===== src/ffa_pkg.sv =====
// ---------------------------------------------------------------------------
// ffa_pkg: shared types and codes of the first-fit block allocator
// Holds the table entry layout, the opcode and status codes and the
// register map of the configuration port.
// ---------------------------------------------------------------------------
`timescale 1ns / 1ps

package ffa_pkg;

   // Field widths fixed by the request and response words
   localparam int ADDR_W   = 20;
   localparam int TOP_W    = 21;
   localparam int NEED_W   = 22;
   localparam int CSR_ADDR_W = 3;

   // Heap span; a larger limit acts as this value
   localparam logic [TOP_W-1:0] HEAP_SPAN = 21'h100000;

   // Opcodes
   localparam logic [1:0] OP_ALLOC   = 2'd0;
   localparam logic [1:0] OP_FREE    = 2'd1;
   localparam logic [1:0] OP_REALLOC = 2'd2;
   localparam logic [1:0] OP_RSVD    = 2'd3;

   // Response status codes
   localparam logic [1:0] ST_OK       = 2'd0;
   localparam logic [1:0] ST_ZERO     = 2'd1;
   localparam logic [1:0] ST_NOMEM    = 2'd2;
   localparam logic [1:0] ST_UNKNOWN  = 2'd3;

   // Register map (byte addresses)
   localparam logic [CSR_ADDR_W-1:0] REG_HEAP_LIMIT = 3'd0;

   // One block table entry
   typedef struct packed {
      logic [ADDR_W-1:0] offset;
      logic [ADDR_W-1:0] size;
      logic              free;
   } entry_type;

endpackage


===== src/first_fit_block_allocator.sv =====
// ---------------------------------------------------------------------------
// first_fit_block_allocator: first-fit heap allocator over a block table
// Allocate, free and reallocate against an address-ordered table of blocks
// kept in one RAM; a scan reads one entry per cycle.
// ---------------------------------------------------------------------------
//
//   channel  | ports                                  | handshake
//   ---------+----------------------------------------+-------------------
//   request  | req_opcode, req_request_bytes,         | req_valid/req_ready
//            | req_block_address                      |
//   response | rsp_status, rsp_result_address,        | rsp_valid/rsp_ready
//            | rsp_copy_bytes                         |
//   config   | psel, penable, pwrite, paddr, pwdata,  | APB, pready high
//            | prdata                                 |
//
// One word is worked on at a time. A table scan walks the N current blocks
// through the one-entry-per-cycle RAM read port; a moving reallocate runs two
// scans. Reset clears the count and heap top and sets the limit to the full
// span; the table needs no clearing pass. A finished response waits in its
// register while the next word is taken; the result is held back only if that
// register is still full.
// ---------------------------------------------------------------------------
`timescale 1ns / 1ps

module first_fit_block_allocator #(
   parameter int MAX_BLOCKS   = 64,
   parameter int HEADER_BYTES = 16
) (
   input  logic                              clock,
   input  logic                              reset,
   // request channel
   input  logic                              req_valid,
   output logic                              req_ready,
   input  logic [1:0]                        req_opcode,
   input  logic [ffa_pkg::ADDR_W-1:0]        req_request_bytes,
   input  logic [ffa_pkg::ADDR_W-1:0]        req_block_address,
   // response channel
   output logic                              rsp_valid,
   input  logic                              rsp_ready,
   output logic [1:0]                        rsp_status,
   output logic [ffa_pkg::ADDR_W-1:0]        rsp_result_address,
   output logic [ffa_pkg::ADDR_W-1:0]        rsp_copy_bytes,
   // configuration port
   input  logic                              psel,
   input  logic                              penable,
   input  logic                              pwrite,
   input  logic [ffa_pkg::CSR_ADDR_W-1:0]    paddr,
   input  logic [31:0]                       pwdata,
   output logic [31:0]                       prdata,
   output logic                              pready
);

   localparam int IW = $clog2(MAX_BLOCKS);
   localparam int CW = $clog2(MAX_BLOCKS + 1);
   localparam int AW = ffa_pkg::ADDR_W;
   localparam int TW = ffa_pkg::TOP_W;
   localparam int NW = ffa_pkg::NEED_W;

   typedef enum logic [2:0] {
      S_IDLE,
      S_FIND,
      S_ALLOC,
      S_FREE,
      S_DONE
   } state_type;

   // Registers and next values
   state_type         state_ff, state_in;
   logic [1:0]        op_ff, op_in;
   logic [AW-1:0]     reqb_ff, reqb_in;
   logic [AW-1:0]     addr_ff, addr_in;
   logic [CW-1:0]     scan_ff, scan_in;
   logic              pend_ff, pend_in;
   logic [IW-1:0]     pidx_ff, pidx_in;
   logic [IW-1:0]     fidx_ff, fidx_in;
   logic [AW-1:0]     foff_ff, foff_in;
   logic [AW-1:0]     fsize_ff, fsize_in;
   logic [CW-1:0]     count_ff, count_in;
   logic [TW-1:0]     top_ff, top_in;
   logic [TW-1:0]     limit_ff, limit_in;
   logic [1:0]        st_ff, st_in;
   logic [AW-1:0]     res_ff, res_in;
   logic [AW-1:0]     copy_ff, copy_in;
   logic              rsp_valid_ff, rsp_valid_in;
   logic [1:0]        rsp_status_ff, rsp_status_in;
   logic [AW-1:0]     rsp_res_ff, rsp_res_in;
   logic [AW-1:0]     rsp_copy_ff, rsp_copy_in;

   // RAM port signals
   logic                    wr_en;
   logic [IW-1:0]           wr_addr;
   ffa_pkg::entry_type      wr_entry;
   logic [$bits(ffa_pkg::entry_type)-1:0] rd_raw;
   ffa_pkg::entry_type      rd_entry;

   // Datapath helpers
   logic              req_accept;
   logic              csr_write;
   logic              find_hit;
   logic              fit_hit;
   logic              scan_end;
   logic              room;
   logic              last_blk;
   logic [TW-1:0]     eff_limit;
   logic [NW-1:0]     need;
   logic [TW-1:0]     hdr;

   assign hdr        = TW'(HEADER_BYTES);
   assign rd_entry   = ffa_pkg::entry_type'(rd_raw);
   assign req_accept = req_valid && req_ready;
   assign csr_write  = psel && penable && pwrite;

   // Match tests on the word read in the previous cycle
   assign find_hit  = pend_ff && (({1'b0, rd_entry.offset} + hdr) == {1'b0, addr_ff});
   assign fit_hit   = pend_ff && rd_entry.free && (rd_entry.size >= reqb_ff);
   assign scan_end  = (scan_ff >= count_ff);

   // Append check against the clamped limit
   assign eff_limit = (limit_ff > ffa_pkg::HEAP_SPAN) ? ffa_pkg::HEAP_SPAN : limit_ff;
   assign need      = NW'(top_ff) + NW'(HEADER_BYTES) + NW'(reqb_ff);
   assign room      = (count_ff < CW'(MAX_BLOCKS)) && (need <= NW'(eff_limit));
   assign last_blk  = ((CW'(fidx_ff) + CW'(1)) == count_ff);

   // Block table
   ffa_ram #(
      .WIDTH ($bits(ffa_pkg::entry_type)),
      .DEPTH (MAX_BLOCKS)
   ) u_table (
      .clock   (clock),
      .wr_en   (wr_en),
      .wr_addr (wr_addr),
      .wr_data (wr_entry),
      .rd_addr (scan_ff[IW-1:0]),
      .rd_data (rd_raw)
   );

   // Next-state and datapath logic
   always_comb begin
      state_in      = state_ff;
      op_in         = op_ff;
      reqb_in       = reqb_ff;
      addr_in       = addr_ff;
      scan_in       = scan_ff;
      pend_in       = 1'b0;
      pidx_in       = pidx_ff;
      fidx_in       = fidx_ff;
      foff_in       = foff_ff;
      fsize_in      = fsize_ff;
      count_in      = count_ff;
      top_in        = top_ff;
      limit_in      = limit_ff;
      st_in         = st_ff;
      res_in        = res_ff;
      copy_in       = copy_ff;
      rsp_valid_in  = rsp_valid_ff && !rsp_ready;
      rsp_status_in = rsp_status_ff;
      rsp_res_in    = rsp_res_ff;
      rsp_copy_in   = rsp_copy_ff;
      wr_en         = 1'b0;
      wr_addr       = fidx_ff;
      wr_entry      = '{offset: foff_ff, size: fsize_ff, free: 1'b1};

      // Configuration write
      if (csr_write && (paddr == ffa_pkg::REG_HEAP_LIMIT)) begin
         limit_in = pwdata[TW-1:0];
      end

      unique case (state_ff)
         S_IDLE: begin
            if (req_accept) begin
               op_in   = req_opcode;
               reqb_in = req_request_bytes;
               addr_in = req_block_address;
               st_in   = ffa_pkg::ST_OK;
               res_in  = '0;
               copy_in = '0;
               scan_in = '0;
               case (req_opcode) inside
                  ffa_pkg::OP_ALLOC, ffa_pkg::OP_REALLOC: begin
                     if (req_request_bytes == '0) begin
                        st_in    = ffa_pkg::ST_ZERO;
                        state_in = S_DONE;
                     end else if ((req_opcode == ffa_pkg::OP_REALLOC) &&
                                  (req_block_address != '0)) begin
                        state_in = S_FIND;
                     end else begin
                        state_in = S_ALLOC;
                     end
                  end
                  ffa_pkg::OP_FREE: begin
                     if (req_block_address == '0) begin
                        st_in    = ffa_pkg::ST_ZERO;
                        state_in = S_DONE;
                     end else begin
                        state_in = S_FIND;
                     end
                  end
                  default: begin
                     st_in    = ffa_pkg::ST_ZERO;
                     state_in = S_DONE;
                  end
               endcase
            end
         end

         // Search the table for the block with this data address
         S_FIND: begin
            if (find_hit) begin
               fidx_in  = pidx_ff;
               foff_in  = rd_entry.offset;
               fsize_in = rd_entry.size;
               if (op_ff == ffa_pkg::OP_FREE) begin
                  state_in = S_FREE;
               end else if (rd_entry.size >= reqb_ff) begin
                  res_in   = addr_ff;
                  state_in = S_DONE;
               end else begin
                  scan_in  = '0;
                  state_in = S_ALLOC;
               end
            end else if (scan_end) begin
               st_in    = ffa_pkg::ST_UNKNOWN;
               state_in = S_DONE;
            end else begin
               pidx_in = scan_ff[IW-1:0];
               scan_in = scan_ff + CW'(1);
               pend_in = 1'b1;
            end
         end

         // Search for the first free block that fits, else append
         S_ALLOC: begin
            if (fit_hit) begin
               wr_en    = 1'b1;
               wr_addr  = pidx_ff;
               wr_entry = '{offset: rd_entry.offset, size: rd_entry.size, free: 1'b0};
               res_in   = AW'({1'b0, rd_entry.offset} + hdr);
               if (op_ff == ffa_pkg::OP_REALLOC && addr_ff != '0) begin
                  copy_in  = fsize_ff;
                  state_in = S_FREE;
               end else begin
                  state_in = S_DONE;
               end
            end else if (scan_end) begin
               if (room) begin
                  wr_en    = 1'b1;
                  wr_addr  = count_ff[IW-1:0];
                  wr_entry = '{offset: top_ff[AW-1:0], size: reqb_ff, free: 1'b0};
                  res_in   = AW'(top_ff + hdr);
                  top_in   = TW'(need);
                  count_in = count_ff + CW'(1);
                  if (op_ff == ffa_pkg::OP_REALLOC && addr_ff != '0) begin
                     copy_in  = fsize_ff;
                     state_in = S_FREE;
                  end else begin
                     state_in = S_DONE;
                  end
               end else begin
                  st_in    = ffa_pkg::ST_NOMEM;
                  state_in = S_DONE;
               end
            end else begin
               pidx_in = scan_ff[IW-1:0];
               scan_in = scan_ff + CW'(1);
               pend_in = 1'b1;
            end
         end

         // Drop the last block or mark an inner block free
         S_FREE: begin
            if (last_blk) begin
               top_in   = {1'b0, foff_ff};
               count_in = count_ff - CW'(1);
            end else begin
               wr_en = 1'b1;
            end
            state_in = S_DONE;
         end

         // Hand the result to the response register once it is free
         S_DONE: begin
            if (!rsp_valid_ff || rsp_ready) begin
               rsp_valid_in  = 1'b1;
               rsp_status_in = st_ff;
               rsp_res_in    = (st_ff == ffa_pkg::ST_OK) ? res_ff : '0;
               rsp_copy_in   = (st_ff == ffa_pkg::ST_OK) ? copy_ff : '0;
               state_in      = S_IDLE;
            end
         end

         default: begin
            state_in = S_IDLE;
         end
      endcase
   end

   // State, control and payload registers
   always_ff @(posedge clock) begin
      if (reset) begin
         state_ff     <= S_IDLE;
         pend_ff      <= 1'b0;
         count_ff     <= '0;
         top_ff       <= '0;
         limit_ff     <= ffa_pkg::HEAP_SPAN;
         rsp_valid_ff <= 1'b0;
      end else begin
         state_ff     <= state_in;
         pend_ff      <= pend_in;
         count_ff     <= count_in;
         top_ff       <= top_in;
         limit_ff     <= limit_in;
         rsp_valid_ff <= rsp_valid_in;
      end
      op_ff         <= op_in;
      reqb_ff       <= reqb_in;
      addr_ff       <= addr_in;
      scan_ff       <= scan_in;
      pidx_ff       <= pidx_in;
      fidx_ff       <= fidx_in;
      foff_ff       <= foff_in;
      fsize_ff      <= fsize_in;
      st_ff         <= st_in;
      res_ff        <= res_in;
      copy_ff       <= copy_in;
      rsp_status_ff <= rsp_status_in;
      rsp_res_ff    <= rsp_res_in;
      rsp_copy_ff   <= rsp_copy_in;
   end

   // Ports
   assign req_ready          = (state_ff == S_IDLE);
   assign rsp_valid          = rsp_valid_ff;
   assign rsp_status         = rsp_status_ff;
   assign rsp_result_address = rsp_res_ff;
   assign rsp_copy_bytes     = rsp_copy_ff;
   assign pready             = 1'b1;
   assign prdata             = (paddr == ffa_pkg::REG_HEAP_LIMIT) ?
                               {{(32-TW){1'b0}}, limit_ff} : '0;

   // Assertions
   a_count_range: assert property (@(posedge clock) disable iff (reset)
      count_ff <= CW'(MAX_BLOCKS))
      else $error("block count exceeds table size");

   a_empty_top: assert property (@(posedge clock) disable iff (reset)
      (count_ff == '0) |-> (top_ff == '0))
      else $error("empty table with nonzero heap top");

   a_top_range: assert property (@(posedge clock) disable iff (reset)
      top_ff <= ffa_pkg::HEAP_SPAN)
      else $error("heap top beyond heap span");

   a_count_step: assert property (@(posedge clock) disable iff (reset)
      (count_ff != $past(count_ff)) |->
         ((count_ff == $past(count_ff) + CW'(1)) ||
          (count_ff + CW'(1) == $past(count_ff))))
      else $error("block count moved by more than one");

endmodule


===== src/ffa_ram.sv =====
// ---------------------------------------------------------------------------
// ffa_ram: generic single-port-write, single-port-read RAM
// One write and one registered read per cycle.
// ---------------------------------------------------------------------------
`timescale 1ns / 1ps

module ffa_ram #(
   parameter int WIDTH = 41,
   parameter int DEPTH = 64
) (
   input  logic                             clock,
   input  logic                             wr_en,
   input  logic [$clog2(DEPTH)-1:0]         wr_addr,
   input  logic [WIDTH-1:0]                 wr_data,
   input  logic [$clog2(DEPTH)-1:0]         rd_addr,
   output logic [WIDTH-1:0]                 rd_data
);

   logic [WIDTH-1:0] mem_ff [DEPTH];
   logic [WIDTH-1:0] rd_data_ff;

   // Write port and registered read port
   always_ff @(posedge clock) begin
      if (wr_en) begin
         mem_ff[wr_addr] <= wr_data;
      end
      rd_data_ff <= mem_ff[rd_addr];
   end

   assign rd_data = rd_data_ff;

endmodule

===== config.mk =====
export PLATFORM = sky130hd
export DESIGN_NAME = first_fit_block_allocator
export DESIGN_NICKNAME = d
export VERILOG_FILES = /design/src/ffa_pkg.sv /design/src/first_fit_block_allocator.sv /design/src/ffa_ram.sv
export SDC_FILE = /design/constraint.sdc
export NUM_CORES = 2
export LEC_CHECK = 0
export BUFFER_PORTS_ARGS = -buffer_cell sky130_fd_sc_hd__buf_2
export CORE_MARGIN = 4
export CORE_UTILIZATION = 39
export CTS_CLUSTER_DIAMETER = 80
export CTS_CLUSTER_SIZE = 28
export DETAILED_ROUTE_END_ITERATION = 7
export SETUP_SLACK_MARGIN = 0.02
export SYNTH_ARGS = -nofsm -noshare
export SYNTH_HDL_FRONTEND = slang
export SYNTH_HIERARCHICAL = 1
export SYNTH_SLANG_ARGS = --single-unit

===== constraint.sdc =====
create_clock -name clock -period 12.1 [get_ports clock]
set_clock_uncertainty 0.1 [all_clocks]
set_input_delay 2.42 -clock clock [delete_from_list [all_inputs] [get_ports clock]]
set_output_delay 2.42 -clock clock [all_outputs]
set_load 0.01 [all_outputs]

==> metrics.cfg <==
[run_status]
status = finished clean

[routing]
routedWlPerCell_um = 30.7
drt.antenna.violating_nets = 0
drc_errors = 0
drt_iter0_drc = 7780
vias = 57800
vias_per_cell = 5.91
dr.pass1.iters = 6
wl_mm = 300

[synth]
synth_seq_cells = 2904
yosysMostFrequentCell = edfxtp_1
yosys.area.top_type = edfxtp_1
synth_area_um2 = 115000
avgSynthCellArea_um2 = 20.3
synth_edf_count = 2809
async_flop_share_pct = 0
synthCells = 5664
synth_commonest_cells = edfxtp_1, mux4_2, nor2_1
synthDistinctLibCells = 83
yosysWarnings = 6
synthFlopType = edfxtp_1
ys_seq_area_share_pct = 75.1
yosysTopAreaCellShare_pct = 73.5
synthTopCellsByArea = edfxtp_1, mux4_2, dfxtp_1, ha_1, o22ai_1

[global_routing]
grt_use_total_pct = 19.4
first_global_vias = 57300
grt_pass1_wl_mm = 427
grt_max_degree = 92
gr-total-overflow = 0
antenna_found_initial = 19

[layout]
drive_gt1_share_pct = 24.0
num-nets-final = 5994
syn2layout_area_growth_pct = 9.49
fill_cells = 25100
utilization_pct = 43.0

[clock_tree]
postCtsSetupBuffers = 0
clock-sinks = 2904
cts_made_buffers = 140
h-tree-depth = 4
clk_pin_slew_ps = 110
cts_root_buffer = clkbuf_16
clk-insertion-delay-late_ps = 870
ctsHoldBuffers = 0
cts_tree = built
cts_resized = 0
cts_buffer_depth = 4

[placed_design]
place_congestion = 0.868
io_buffers = 137
hpwl_mm = 180
dp_slack_ps = 1980

[worst_setup_path]
required_ps = 12530
worstPathArrival_ps = 10720
crit_type = reg -> reg
cp-startpoint = reqb_ff[2]$_DFFE_PP_
r2r_start = reqb_ff[2]$_DFFE_PP_
cp_max_fo = 66
worstSetupEndpointType = flop
worst_setup_path_start_kind = flop

[flow_run]
cap_violations = 0

[floorplan]
floorplan.die_area_um2 = 303000
core.rowCount = 198
design.portCount = 161
coreArea_um2 = 292000
die_h_um = 551
die_width_um = 551
start_util_pct = 39.3

[timing]
slew_violations = 0
grt_setup_unrepaired = false
setup_slack_ps = 1820
max_slew.worst_pin.slew_ps = 1290
timing.final.crit_period_ps = 10280
layout_worst_path_cycle_share_pct = 85.0
hold_viol_final = 0
slew_headroom_pct = 13.9
setup_viol = 0
max_freq_mhz = 97.3
fin_tns_setup_ps = 0

[power_and_ir_drop]
vdd_ir_drop_max_uv = 174
power.leakage_nw = 38.5
power_density_nw_per_um2 = 208

[worst_hold_path]
min_from = pidx_ff[2]$_DFFE_PP_
hold_path.class = reg -> reg

==> worst max-delay path, cell delays in order (launching register included) <==
cell and delay [ps]:
edfxtp_1 460, ha_1 350, ha_1 300, a211oi_1 350
o211ai_1 220, and4_1 270, o21ai_0 330, a21oi_1 140
o311ai_0 620, ha_1 370, o21a_1 110, a21oi_1 140
o21ai_0 100, a2111o_1 450, nor3_2 680, nand2_1 210
a21oi_4 180, buf_4 500, inv_2 580, a22oi_1 880
nand4_1 890, nor2_4 1240, buf_4 440
==> final timing paths <==
check        cells after the start  slack [ps]                              to
max reg2reg                     22        1820  u_table/mem_ff[7][7]$_DFFE_PP_
max                             22        1820  u_table/mem_ff[7][7]$_DFFE_PP_
min                              0         360            fidx_ff[2]$_DFFE_PP_
min reg2reg                      0         360            fidx_ff[2]$_DFFE_PP_
==> through the flow <==
stage	std cells	hold WS, ps	cell area, um^2	total power, mW
finish	9771	364	126000	26.2
global route	9768	370	126000	27.2
CTS	9768	360	126000	26.3
detailed placement	9569	335	122000	20.9
global placement	9569	331	122000	20.9
floorplan	5674	303	115000	17.7
==> cell families after synthesis <==
family	count (synthesis)	share of synthesized area (%)
adders and majority gates	99	1.09
other	2	0.00654
buffers and inverters	379	1.51
muxes	830	15.0
and+or+nand+nor	726	3.03
DFF	2904	75.1
xor gates and xnor gates	72	0.561
AOI/OAI and AO/OA	652	3.69
==> area by class of cell <==
type | count | area, um^2 | share of cell area, %
Timing Repair Buffer | 317 | 2090 | 1.66
Tap cell | 3900 | 4880 | 3.88
Antenna cell | 3 | 7.51 | 0.00597
Inverter | 57 | 220 | 0.175
Clock buffer | 167 | 3720 | 2.96
Sequential cell | 2904 | 86300 | 68.6
Clock inverter | 32 | 445 | 0.354
Multi-Input combinational cell | 2391 | 28100 | 22.4
==> placed cells by master, fill, tap and decap left out, types with 68 or more instances in the layout <==
| cell | n |
|---|---|
| buf_2 | 137 |
| edfxtp_1 | 2809 |
| ha_1 | 97 |
| mux4_2 | 708 |
| dfxtp_1 | 95 |
| o22ai_1 | 183 |
| nand2_1 | 212 |
| buf_4 | 176 |
| clkbuf_16 | 145 |
| nor2_1 | 164 |
| mux2i_1 | 68 |
| o21ai_0 | 85 |
| a21oi_1 | 158 |
==> report_power, final <==
group	leakage (nW)	internal (mW)	total, mW	switching (mW)
clock network	2.02	2.34	5.48	3.14
logic	10.3	3.23	8.55	5.32
registers	26.1	11.7	12.1	0.378
total	38.5	17.3	26.2	8.84
==> flip-flops by register name (all words and copies together) (netlist names), 21 cells and up <==
name and flops:
u_table/mem_ff 2624, top_ff 21, u_table/rd_data 41, limit_ff 21
==> routing by layer <==
layer	part of all wire [%]	GRT usage [%]	vias up
met5	0.016	0	-
met4	2.2	4.00	6
met3	8.3	3.35	357
met2	47	31.1	2522
met1	42	28.2	31300
li1	-	-	23600
(Power assumes the default switching activity.)
